**src/rtl/ttsg_pkg.sv**
```systemverilog
`default_nettype none
package ttsg_pkg;

  localparam int MaxPoints   = 1024;
  localparam int MaxContours = 128;
  localparam int PtW  = $clog2(MaxPoints);
  localparam int CtW  = $clog2(MaxContours);
  localparam int PcW  = PtW + 1;
  localparam int CcW  = CtW + 1;

  localparam logic [1:0] KIND_START = 2'd0;
  localparam logic [1:0] KIND_BYTE  = 2'd1;
  localparam logic [1:0] KIND_READ  = 2'd2;
  localparam logic [1:0] KIND_NOP   = 2'd3;

  localparam logic [2:0] ST_DONE     = 3'd0;
  localparam logic [2:0] ST_EMPTY    = 3'd1;
  localparam logic [2:0] ST_COMPOUND = 3'd2;
  localparam logic [2:0] ST_TOOLARGE = 3'd3;
  localparam logic [2:0] ST_NOPOINT  = 3'd4;

  localparam logic [3:0] PH_IDLE  = 4'd0;
  localparam logic [3:0] PH_HEAD  = 4'd1;
  localparam logic [3:0] PH_ENDS  = 4'd2;
  localparam logic [3:0] PH_ILEN  = 4'd3;
  localparam logic [3:0] PH_ISKIP = 4'd4;
  localparam logic [3:0] PH_FLAG  = 4'd5;
  localparam logic [3:0] PH_REP   = 4'd6;
  localparam logic [3:0] PH_X     = 4'd7;
  localparam logic [3:0] PH_Y     = 4'd8;
  localparam logic [3:0] PH_READ  = 4'd9;
  localparam logic [3:0] PH_OVER  = 4'd10;

  typedef struct packed {
    logic         result_kind;
    logic [2:0]   status;
    logic [15:0]  min_x;
    logic [15:0]  min_y;
    logic [15:0]  max_x;
    logic [15:0]  max_y;
    logic [15:0]  point_x;
    logic [15:0]  point_y;
    logic         on_curve;
    logic         contour_end;
    logic         last_point;
  } result_t;

  // command from controller to datapath
  typedef struct packed {
    logic       start;     // begin an item in the datapath
    logic [1:0] kind;
    logic [7:0] data;
  } cmd_t;

  // status from datapath to controller
  typedef struct packed {
    logic    done;         // item finished
    logic    has_result;
    result_t res;
  } sts_t;

  function automatic logic [15:0] sat16(input logic signed [17:0] v);
    if (v > 18'sd32767) return 16'h7fff;
    if (v < -18'sd32768) return 16'h8000;
    return v[15:0];
  endfunction

endpackage
`default_nettype wire

```
**src/rtl/ttsg_ctrl.sv**
```systemverilog
`default_nettype none
module ttsg_ctrl (
  input  wire logic           clk_i,
  input  wire logic           rst_ni,
  input  wire logic           s_tvalid_i,
  output logic                s_tready_o,
  input  wire logic [7:0]     s_tdata_i,
  input  wire logic [1:0]     s_tuser_i,
  output logic                m_tvalid_o,
  input  wire logic           m_tready_i,
  output ttsg_pkg::result_t   m_res_o,
  output ttsg_pkg::cmd_t      cmd_o,
  input  wire ttsg_pkg::sts_t sts_i
);
  import ttsg_pkg::*;

  localparam logic [1:0] S_IDLE = 2'd0;
  localparam logic [1:0] S_BUSY = 2'd1;

  logic [1:0] state_q, state_d;
  logic       ov_q, ov_d;
  result_t    out_q;
  logic       take;

  // the output register parts the sides; hold input while a result waits
  assign s_tready_o = (state_q == S_IDLE) && !ov_q;
  assign take       = s_tvalid_i && s_tready_o;
  assign cmd_o      = '{start: take, kind: s_tuser_i, data: s_tdata_i};
  assign m_tvalid_o = ov_q;
  assign m_res_o    = out_q;

  always_comb begin
    state_d = state_q;
    ov_d = ov_q && !m_tready_i;
    case (state_q)
      S_IDLE: if (take) state_d = S_BUSY;
      S_BUSY: begin
        if (sts_i.done) begin
          state_d = S_IDLE;
          if (sts_i.has_result) ov_d = 1'b1;
        end
      end
      default: state_d = S_IDLE;
    endcase
  end

  always_ff @(posedge clk_i or negedge rst_ni) begin
    if (!rst_ni) begin
      state_q <= S_IDLE;
      ov_q <= 1'b0;
    end else begin
      state_q <= state_d;
      ov_q <= ov_d;
    end
  end

  always_ff @(posedge clk_i) begin
    if (state_q == S_BUSY && sts_i.done && sts_i.has_result) out_q <= sts_i.res;
  end
endmodule
`default_nettype wire

```
**config.mk**
```make
export PLATFORM = sky130hd
export DESIGN_NAME = ttsg_ctrl
export DESIGN_NICKNAME = d
export VERILOG_FILES = /design/src/rtl/ttsg_pkg.sv /design/src/rtl/ttsg_ctrl.sv
export SDC_FILE = /design/constraint.sdc
export NUM_CORES = 1
export LEC_CHECK = 0
export ABC_AREA = 1
export BUFFER_PORTS_ARGS = -buffer_cell sky130_fd_sc_hd__buf_2
export CAP_MARGIN = 20
export CORE_AREA = 5 5 88 123
export CTS_CLUSTER_DIAMETER = 200
export DETAILED_ROUTE_END_ITERATION = 6
export DIE_AREA = 0 0 93 128
export GPL_TIMING_DRIVEN = 0
export PLACE_DENSITY = 0.72
export SYNTH_ARGS = -nofsm -noshare
export SYNTH_HDL_FRONTEND = slang
export SYNTH_SLANG_ARGS = --single-unit
```
**constraint.sdc**
```tcl
create_clock -name clk_i -period 7.05 [get_ports clk_i]
set_input_delay 1.41 -clock clk_i [delete_from_list [all_inputs] [get_ports clk_i]]
set_output_delay 1.41 -clock clk_i [all_outputs]
set_load 0.01 [all_outputs]
```
Yosys cells after proc, flatten, opt, wreduce, memory -nomap -nowiden
Cells that the tools add are included.
{"block": "word_totals", "ff_bits": 106, "in_bits": 119, "out_inout_bits": 116}
{"block": "op_classes", "n_eq_ne": 3, "mux": 6, "n_reduce_logical": 9}
{"cell": "$logic_and A1 B1 Y1", "n": 5}
{"cell": "$mux W2", "n": 2}
{"cell": "$ne A2 B2 Y1 const B", "n": 2}
{"cell": "$pmux W2 S2", "n": 1}
{"cell": "$mux W1", "n": 3}
{"cell": "$eq A2 B1 Y1 const B", "n": 1}
{"cell": "$logic_not A1 Y1", "n": 2}
{"cell": "$logic_not A2 Y1", "n": 1}
{"cell": "$reduce_and A2 Y1", "n": 1}

Logic depth before layout (Yosys ltp)
Gate-level depths: netlist of run 1.
{"block": "logic_depth", "ltp_word": 5, "ltp_mapped": 4, "mapped_depth_nobuf": 3}

Least setup slack after synthesis of run 1
OpenSTA, ideal clock, no wires.
{"block": "synth_path", "path_kind": "input -> register", "start": "input port sts_i[103] (netlist name)", "end": "register out_q (netlist bit m_res_o[0]), enable pin", "setup_time_ns": 0.457, "arrival_ns": 3.507, "required_time_ns": 6.593, "path_slack_ns": 3.087, "stages": 2, "path_buffers": 0, "path_cell_list": "nand3_1 -> inv_1"}
{"block": "synth_via", "elab_chain_len": 1}
{"item": "start, declared", "line_no": "ttsg_ctrl.sv:13", "source": "input wire ttsg_pkg::sts_t sts_i"}
{"item": "$logic_and A1 B1 Y1", "line_no": "ttsg_ctrl.sv:58", "source": "if (state_q == S_BUSY && sts_i.done && sts_i.has_result) out_q <= sts_i.res;"}
{"item": "end signal, assigned", "line_no": "ttsg_ctrl.sv:58"}
{"item": "end, declared", "line_no": "ttsg_ctrl.sv:22", "source": "result_t out_q;"}
No other way between the ends.
A chain may end at the register's enable or synchronous reset.

Worst setup path after layout of run 1
{"block": "layout_path", "start": "input port s_tvalid_i", "end": "output port cmd_o[10] (netlist name)"}
{"block": "layout_via", "elab_chain_len": 1}
{"item": "start, declared", "line_no": "ttsg_ctrl.sv:5", "source": "input wire logic s_tvalid_i,"}
{"item": "$logic_and A1 B1 Y1", "line_no": "ttsg_ctrl.sv:27", "source": "assign take = s_tvalid_i && s_tready_o;"}
{"item": "end, declared", "line_no": "ttsg_ctrl.sv:12", "source": "output ttsg_pkg::cmd_t cmd_o,"}
No other way between the ends.

==> results.json, run 1 <==
{
  "synth_edf_count": 103,
  "min_from": "m_tvalid_o$_DFF_PN0_",
  "multi_input_area_um2": 30.03,
  "dpl.cell_count": 464,
  "drive_gt1_share_pct": 67.93,
  "cts_sinks": 105,
  "ctsRootBufferMaster": "clkbuf_16",
  "yosysUniqueCellTypes": 7,
  "whs_ns": 0.5581,
  "htreeDepth": 3,
  "period_share_pct": 46.43,
  "fmax_ghz": 0.3055,
  "grt_antenna_before_repair": 0,
  "setup_viol": 0,
  "grt.total_usage_pct": 12.91,
  "cpPeakStageDelay_ns": 0.13,
  "syn_inst": 127,
  "worst_slew_pin_slew_ns": 0.5889,
  "grt_overflow_total": 0,
  "postRouteAntennaNets": 0,
  "drtIter0Drc": 76,
  "grt_max_degree": 59,
  "num_antenna_cells": 0,
  "core_um2": 9684,
  "cp-end-kind": "output port",
  "cpMostUsedCell": "buf_2",
  "grt_pass1_wl_um": 11300,
  "syn_nets": 246,
  "yosys.area.top_type": "edfxtp_1",
  "hold_class": "register to register",
  "ctsResizeCount": 0,
  "cpMaxStageDelayCell": "buf_2",
  "io_pins": 235,
  "cp.arrival_ns": 1.86,
  "crit_path_max_fanout": 2,
  "critical_path_class": "input pin to output port",
  "drt_first_pass_iters": 4,
  "power.density_nw_per_um2": 271.3,
  "start_kind": "input pin",
  "drv_slew": 0,
  "drcViolationCount": 0,
  "ctsHoldBuffers": 0,
  "crit_buf_inv": 4,
  "die_h_um": 128,
  "ys_top_cells_by_count": "edfxtp_1 (103), buf_4 (11), nand2_1 (5)",
  "syn_area_per_cell_um2": 25.75,
  "fillerInstances": 843,
  "vias_per_cell": 4.275,
  "setup_ws_ns": 3.776,
  "stdcell_area_um2": 4842,
  "synthFlopType": "edfxtp_1",
  "cp_top_family": "buffers and inverters",
  "path_clk_slew_ns": 0.06,
  "synth-seq-cells": 105,
  "pre_cts_slack_ns": 3.772,
  "synth_top_area_share_pct": 94.57,
  "port_buffers": 224,
  "critPathLaunch": "s_tvalid_i",
  "yosysSeqAreaShare_pct": 96.10,
  "required_ns": 5.64,
  "max-clock-path-buffers": 2,
  "hold_viol_final": 0,
  "rr_startpoint": "state_q[0]$_DFFE_PN0P_",
  "synthToLayoutAreaGrowth_pct": 48.05,
  "fin_crit_ns": 3.274,
  "insertion_delay_ns": 0.33,
  "cap_viol_max_count": 0,
  "vias": 2052,
  "final-seq-area_um2": 3143,
  "dieArea_um2": 11900,
  "leakage_nw": 2.097,
  "rsz0062_at_grt": "no",
  "routed_wl_um": 8071,
  "ys_warn_count": 0,
  "initial_utilization_pct": 33.77,
  "fin_cells": 480,
  "dp_hpwl_um": 6421,
  "placed_area_um2": 4562,
  "ys_top_cells_by_area": "edfxtp_1 (95%), buf_4 (2.5%), dfrtp_1 (1.5%)",
  "vdd_drop_max_mv": 0.1526,
  "wl_per_cell_um": 16.81,
  "final_net_count": 482,
  "max_slew_margin_pct": 60.74,
  "gp_congestion": 0.7581,
  "cts_tree": "built",
  "outcome": "finished clean",
  "synth_area_um2": 3271,
  "async_flop_share_pct": 1.905,
  "cp_cell_sequence": "buf_2 > nand2_1 > inv_1 > buf_4 > buf_2",
  "skew_ns": 0.005556,
  "die_w_um": 93,
  "grt_pass1_vias": 2209,
  "post_cts_buffers": 0,
  "setup_tns_ns": 0,
  "yosysMostFrequentCell": "edfxtp_1",
  "std_cell_rows": 43,
  "cts-buffers-inserted": 9
}
power by group:
group / switching, mW / total [mW] / internal [mW]
sequential: 0.00841 / 0.733 / 0.725
combinational: 0.0598 / 0.110 / 0.0505
clock: 0.197 / 0.470 / 0.273
total: 0.265 / 1.31 / 1.05
per-stage QoR:
stage	total power, mW	utilization [%]
floorplan	0.7903	-
CTS	1.335	50.00
finish	1.314	50.00
global route	1.373	50.00
global placement	0.8555	46.80
detailed placement	0.8601	47.11
tightest hold or removal path: stages (launching register included):
cell and delay, ns:
dfrtp_1 0.38, nand2_1 0.08, nand2_1 0.06
sequential cells by signal, summed over array words and instances, names as in the netlist:
register / cells
m_tvalid_o: 1
state_q: 1
m_res_o: 103
cell usage in the layout, fill, tap and decap left out, drive strengths merged:
cell type,instances
clkinv,3
nor2,1
clkbuf,12
nand3,1
buf,236
inv,4
bufinv,1
edfxtp,103
dfrtp,2
nand2,5
cell type report:
type / instances / share of cell area (%)
sequential: 105 / 64.91
timing repair buffer: 225 / 23.72
clock buffer: 12 / 4.884
tap: 112 / 2.894
buffer: 11 / 1.705
clock inverter: 4 / 0.9044
multi-input combinational: 7 / 0.6202
inverter: 4 / 0.3618
layer usage:
layer / routed length, um / global-route usage [%] / vias up
li1: - / - / 951
met1: 2588 / 12.84 / 976
met2: 4500 / 23.42 / 114
met3: 818 / 4.580 / 11
met4: 163 / 6.471 / 0
met5: 0 / 0 / -
logic make-up after synthesis:
kind of cell / count (synthesis) / share of synthesized area, %
AND/OR/NAND/NOR: 7 / 0.9182
flip-flops: 105 / 96.10
buffers and inverters: 15 / 2.984
final timing paths:
kind                                     endpoint  slack (ns)  cells past startpoint
min in group asynchronous    m_tvalid_o$_DFF_PN0_        0.85                      1
max in group asynchronous  state_q[0]$_DFFE_PN0P_        6.10                      1
min                          m_tvalid_o$_DFF_PN0_        0.56                      2
max reg2reg                 m_res_o[90]$_DFFE_PP_        5.32                      3
max                                     cmd_o[10]        3.78                      5
min reg2reg                  m_tvalid_o$_DFF_PN0_        0.56                      2
No activity file was read; power rests on OpenSTA's default activity.
==> run 2, diff against run 1 <==
- ABC_AREA: 1 -> 0
- PLACE_DENSITY: 0.72 -> 0.75
- clock period: 7.05 -> 2.9 ns (I/O delays scaled with it)
==> results.json, run 2 <==
{
  "dp_hpwl_um": 6358,
  "rsz0062_at_grt": "no",
  "ctsRootBufferMaster": "clkbuf_16",
  "routed_wl_um": 7931,
  "drt_first_pass_iters": 5,
  "ys_top_cells_by_count": "edfxtp_1 (103), buf_4 (11), a21o_1 (2), dfrtp_1 (2), inv_1 (2)",
  "initial_utilization_pct": 33.77,
  "cp.arrival_ns": 1.27,
  "vdd_drop_max_mv": 0.4596,
  "synth-seq-cells": 105,
  "fillerInstances": 849,
  "r2r_slack_ns": 1.22,
  "max_slew_margin_pct": 71.73,
  "r2r_end": "m_res_o[68]$_DFFE_PP_",
  "vias_per_cell": 4.271,
  "critical_path_class": "register to output port",
  "placed_area_um2": 4564,
  "grt_pass1_vias": 2172,
  "period_share_pct": 63.74,
  "cap_viol_max_count": 0,
  "post_cts_buffers": 0,
  "start_kind": "register",
  "die_h_um": 128,
  "final_common_cell": "buf_2",
  "power.density_nw_per_um2": 669.2,
  "synth_edf_count": 103,
  "synth_top_area_share_pct": 94.57,
  "drive_gt1_share_pct": 69.51,
  "multi_input_area_um2": 42.54,
  "vias": 2033,
  "grt.total_usage_pct": 12.91,
  "synth_area_um2": 3271,
  "grt_max_degree": 76,
  "final-seq-area_um2": 3143,
  "drtIter0Drc": 69,
  "grt_overflow_total": 0,
  "final_net_count": 478,
  "fmax_ghz": 0.5410,
  "synthToLayoutAreaGrowth_pct": 48.97,
  "htreeDepth": 3,
  "port_buffers": 224,
  "path_clk_slew_ns": 0.07,
  "std_cell_rows": 43,
  "syn_area_per_cell_um2": 26.59,
  "wl_met2_um": 4413,
  "yosysSeqAreaShare_pct": 96.10,
  "wl_met3_um": 797,
  "syn_inst": 123,
  "core_um2": 9684,
  "required_ns": 2.32,
  "synthFlopType": "edfxtp_1",
  "crit_path_max_fanout": 4,
  "m1WireLength_um": 2572,
  "drcViolationCount": 0,
  "syn_nets": 242,
  "cts_sinks": 105,
  "num_antenna_cells": 0,
  "grt_pass1_wl_um": 11160,
  "leakage_nw": 2.102,
  "final_cell_mix": "buf_2 (224), edfxtp_1 (103), buf_4 (11), clkbuf_16 (9)",
  "ys_warn_count": 0,
  "skew_ns": 0.008642,
  "async_flop_share_pct": 1.905,
  "ys_top_cells_by_area": "edfxtp_1 (95%), buf_4 (2.5%), dfrtp_1 (1.5%)",
  "yosys.area.top_type": "edfxtp_1",
  "dieArea_um2": 11900,
  "outcome": "finished clean",
  "wl_per_cell_um": 16.66,
  "max-clock-path-buffers": 2,
  "largest_reg_flops": 103,
  "grt_antenna_before_repair": 0,
  "postRouteAntennaNets": 0,
  "setup_tns_ns": 0,
  "cts-buffers-inserted": 9,
  "cp-end-kind": "output port",
  "cts_tree": "built",
  "hold_class": "input pin to async pin",
  "die_w_um": 93,
  "yosysUniqueCellTypes": 8,
  "worst_slew_pin_slew_ns": 0.4240,
  "rr_startpoint": "state_q[0]$_DFFE_PN0P_",
  "fin_crit_ns": 1.849,
  "reg2reg_depth": 2,
  "insertion_delay_ns": 0.33,
  "drv_slew": 0,
  "hold_viol_final": 0,
  "fin_cells": 476,
  "ctsResizeCount": 0,
  "critPathLaunch": "state_q[0]$_DFFE_PN0P_",
  "yosysMostFrequentCell": "edfxtp_1",
  "stdcell_area_um2": 4872,
  "io_pins": 235,
  "ctsHoldBuffers": 0,
  "setup_viol": 0,
  "gp_congestion": 0.7231,
  "highest_layer": "met4",
  "dpl.cell_count": 460
}
## run 2: per-layer routing
| metal | vias up | global-route usage [%] |
|---|---|---|
| met4 | 0 | 6.730 |
| met1 | 965 | 12.63 |
| met2 | 117 | 23.25 |
| met3 | 10 | 4.932 |
| met5 | - | 0 |
| li1 | 941 | - |
## run 2: logic make-up after synthesis
kind of cell           Yosys count  share of synthesized area [%]
AOI/OAI and AO/OA                2                         0.4589
and+or+nand+nor                  3                         0.6886
DFF                            105                          96.10
buffers and inverters           13                          2.755
## run 2: how the worst max path moves through the flow
stage,end,slack [ns]
after CTS,cmd_o[10],1.04
after detailed placement,m_res_o[19]$_DFFE_PP_,0.98
after floorplan,m_res_o[0]$_DFFE_PP_,0.57
final,cmd_o[10],1.05
after global placement,m_res_o[71]$_DFFE_PP_,0.07
after global routing,cmd_o[10],1.02
## run 2: worst max-delay path, stage by stage, from the launching register on
cell	delay, ns
dfrtp_1	0.43
nor3b_2	0.25
buf_4	0.14
buf_2	0.11
## run 2: layout make-up
type	instances	share of cell area (%)
Sequential cell	105	64.51
Timing Repair Buffer	225	23.57
Clock buffer	12	5.265
Tap cell	112	2.876
Buffer	11	1.695
Clock inverter	4	1.053
Multi-Input combinational cell	5	0.8731
Inverter	2	0.1541
## run 2: through the flow
step | power (mW) | worst slack (ns) | hold slack, ns | util, %
floorplan | 1.919 | 0.5688 | 0.2844 | -
global placement | 2.075 | 0.07391 | 0.3663 | 46.81
detailed placement | 2.091 | 0.9807 | 0.3690 | 47.13
CTS | 3.299 | 1.042 | 0.002657 | 50.31
global route | 3.406 | 1.015 | 0.003626 | 50.31
finish | 3.261 | 1.051 | 0.01766 | 50.31
## run 2: power by group
part	switching [mW]	internal (mW)	total, mW
Sequential	0.0213	1.76	1.78
Clock	0.494	0.716	1.21
Combinational	0.142	0.125	0.267
Total	0.657	2.60	3.26
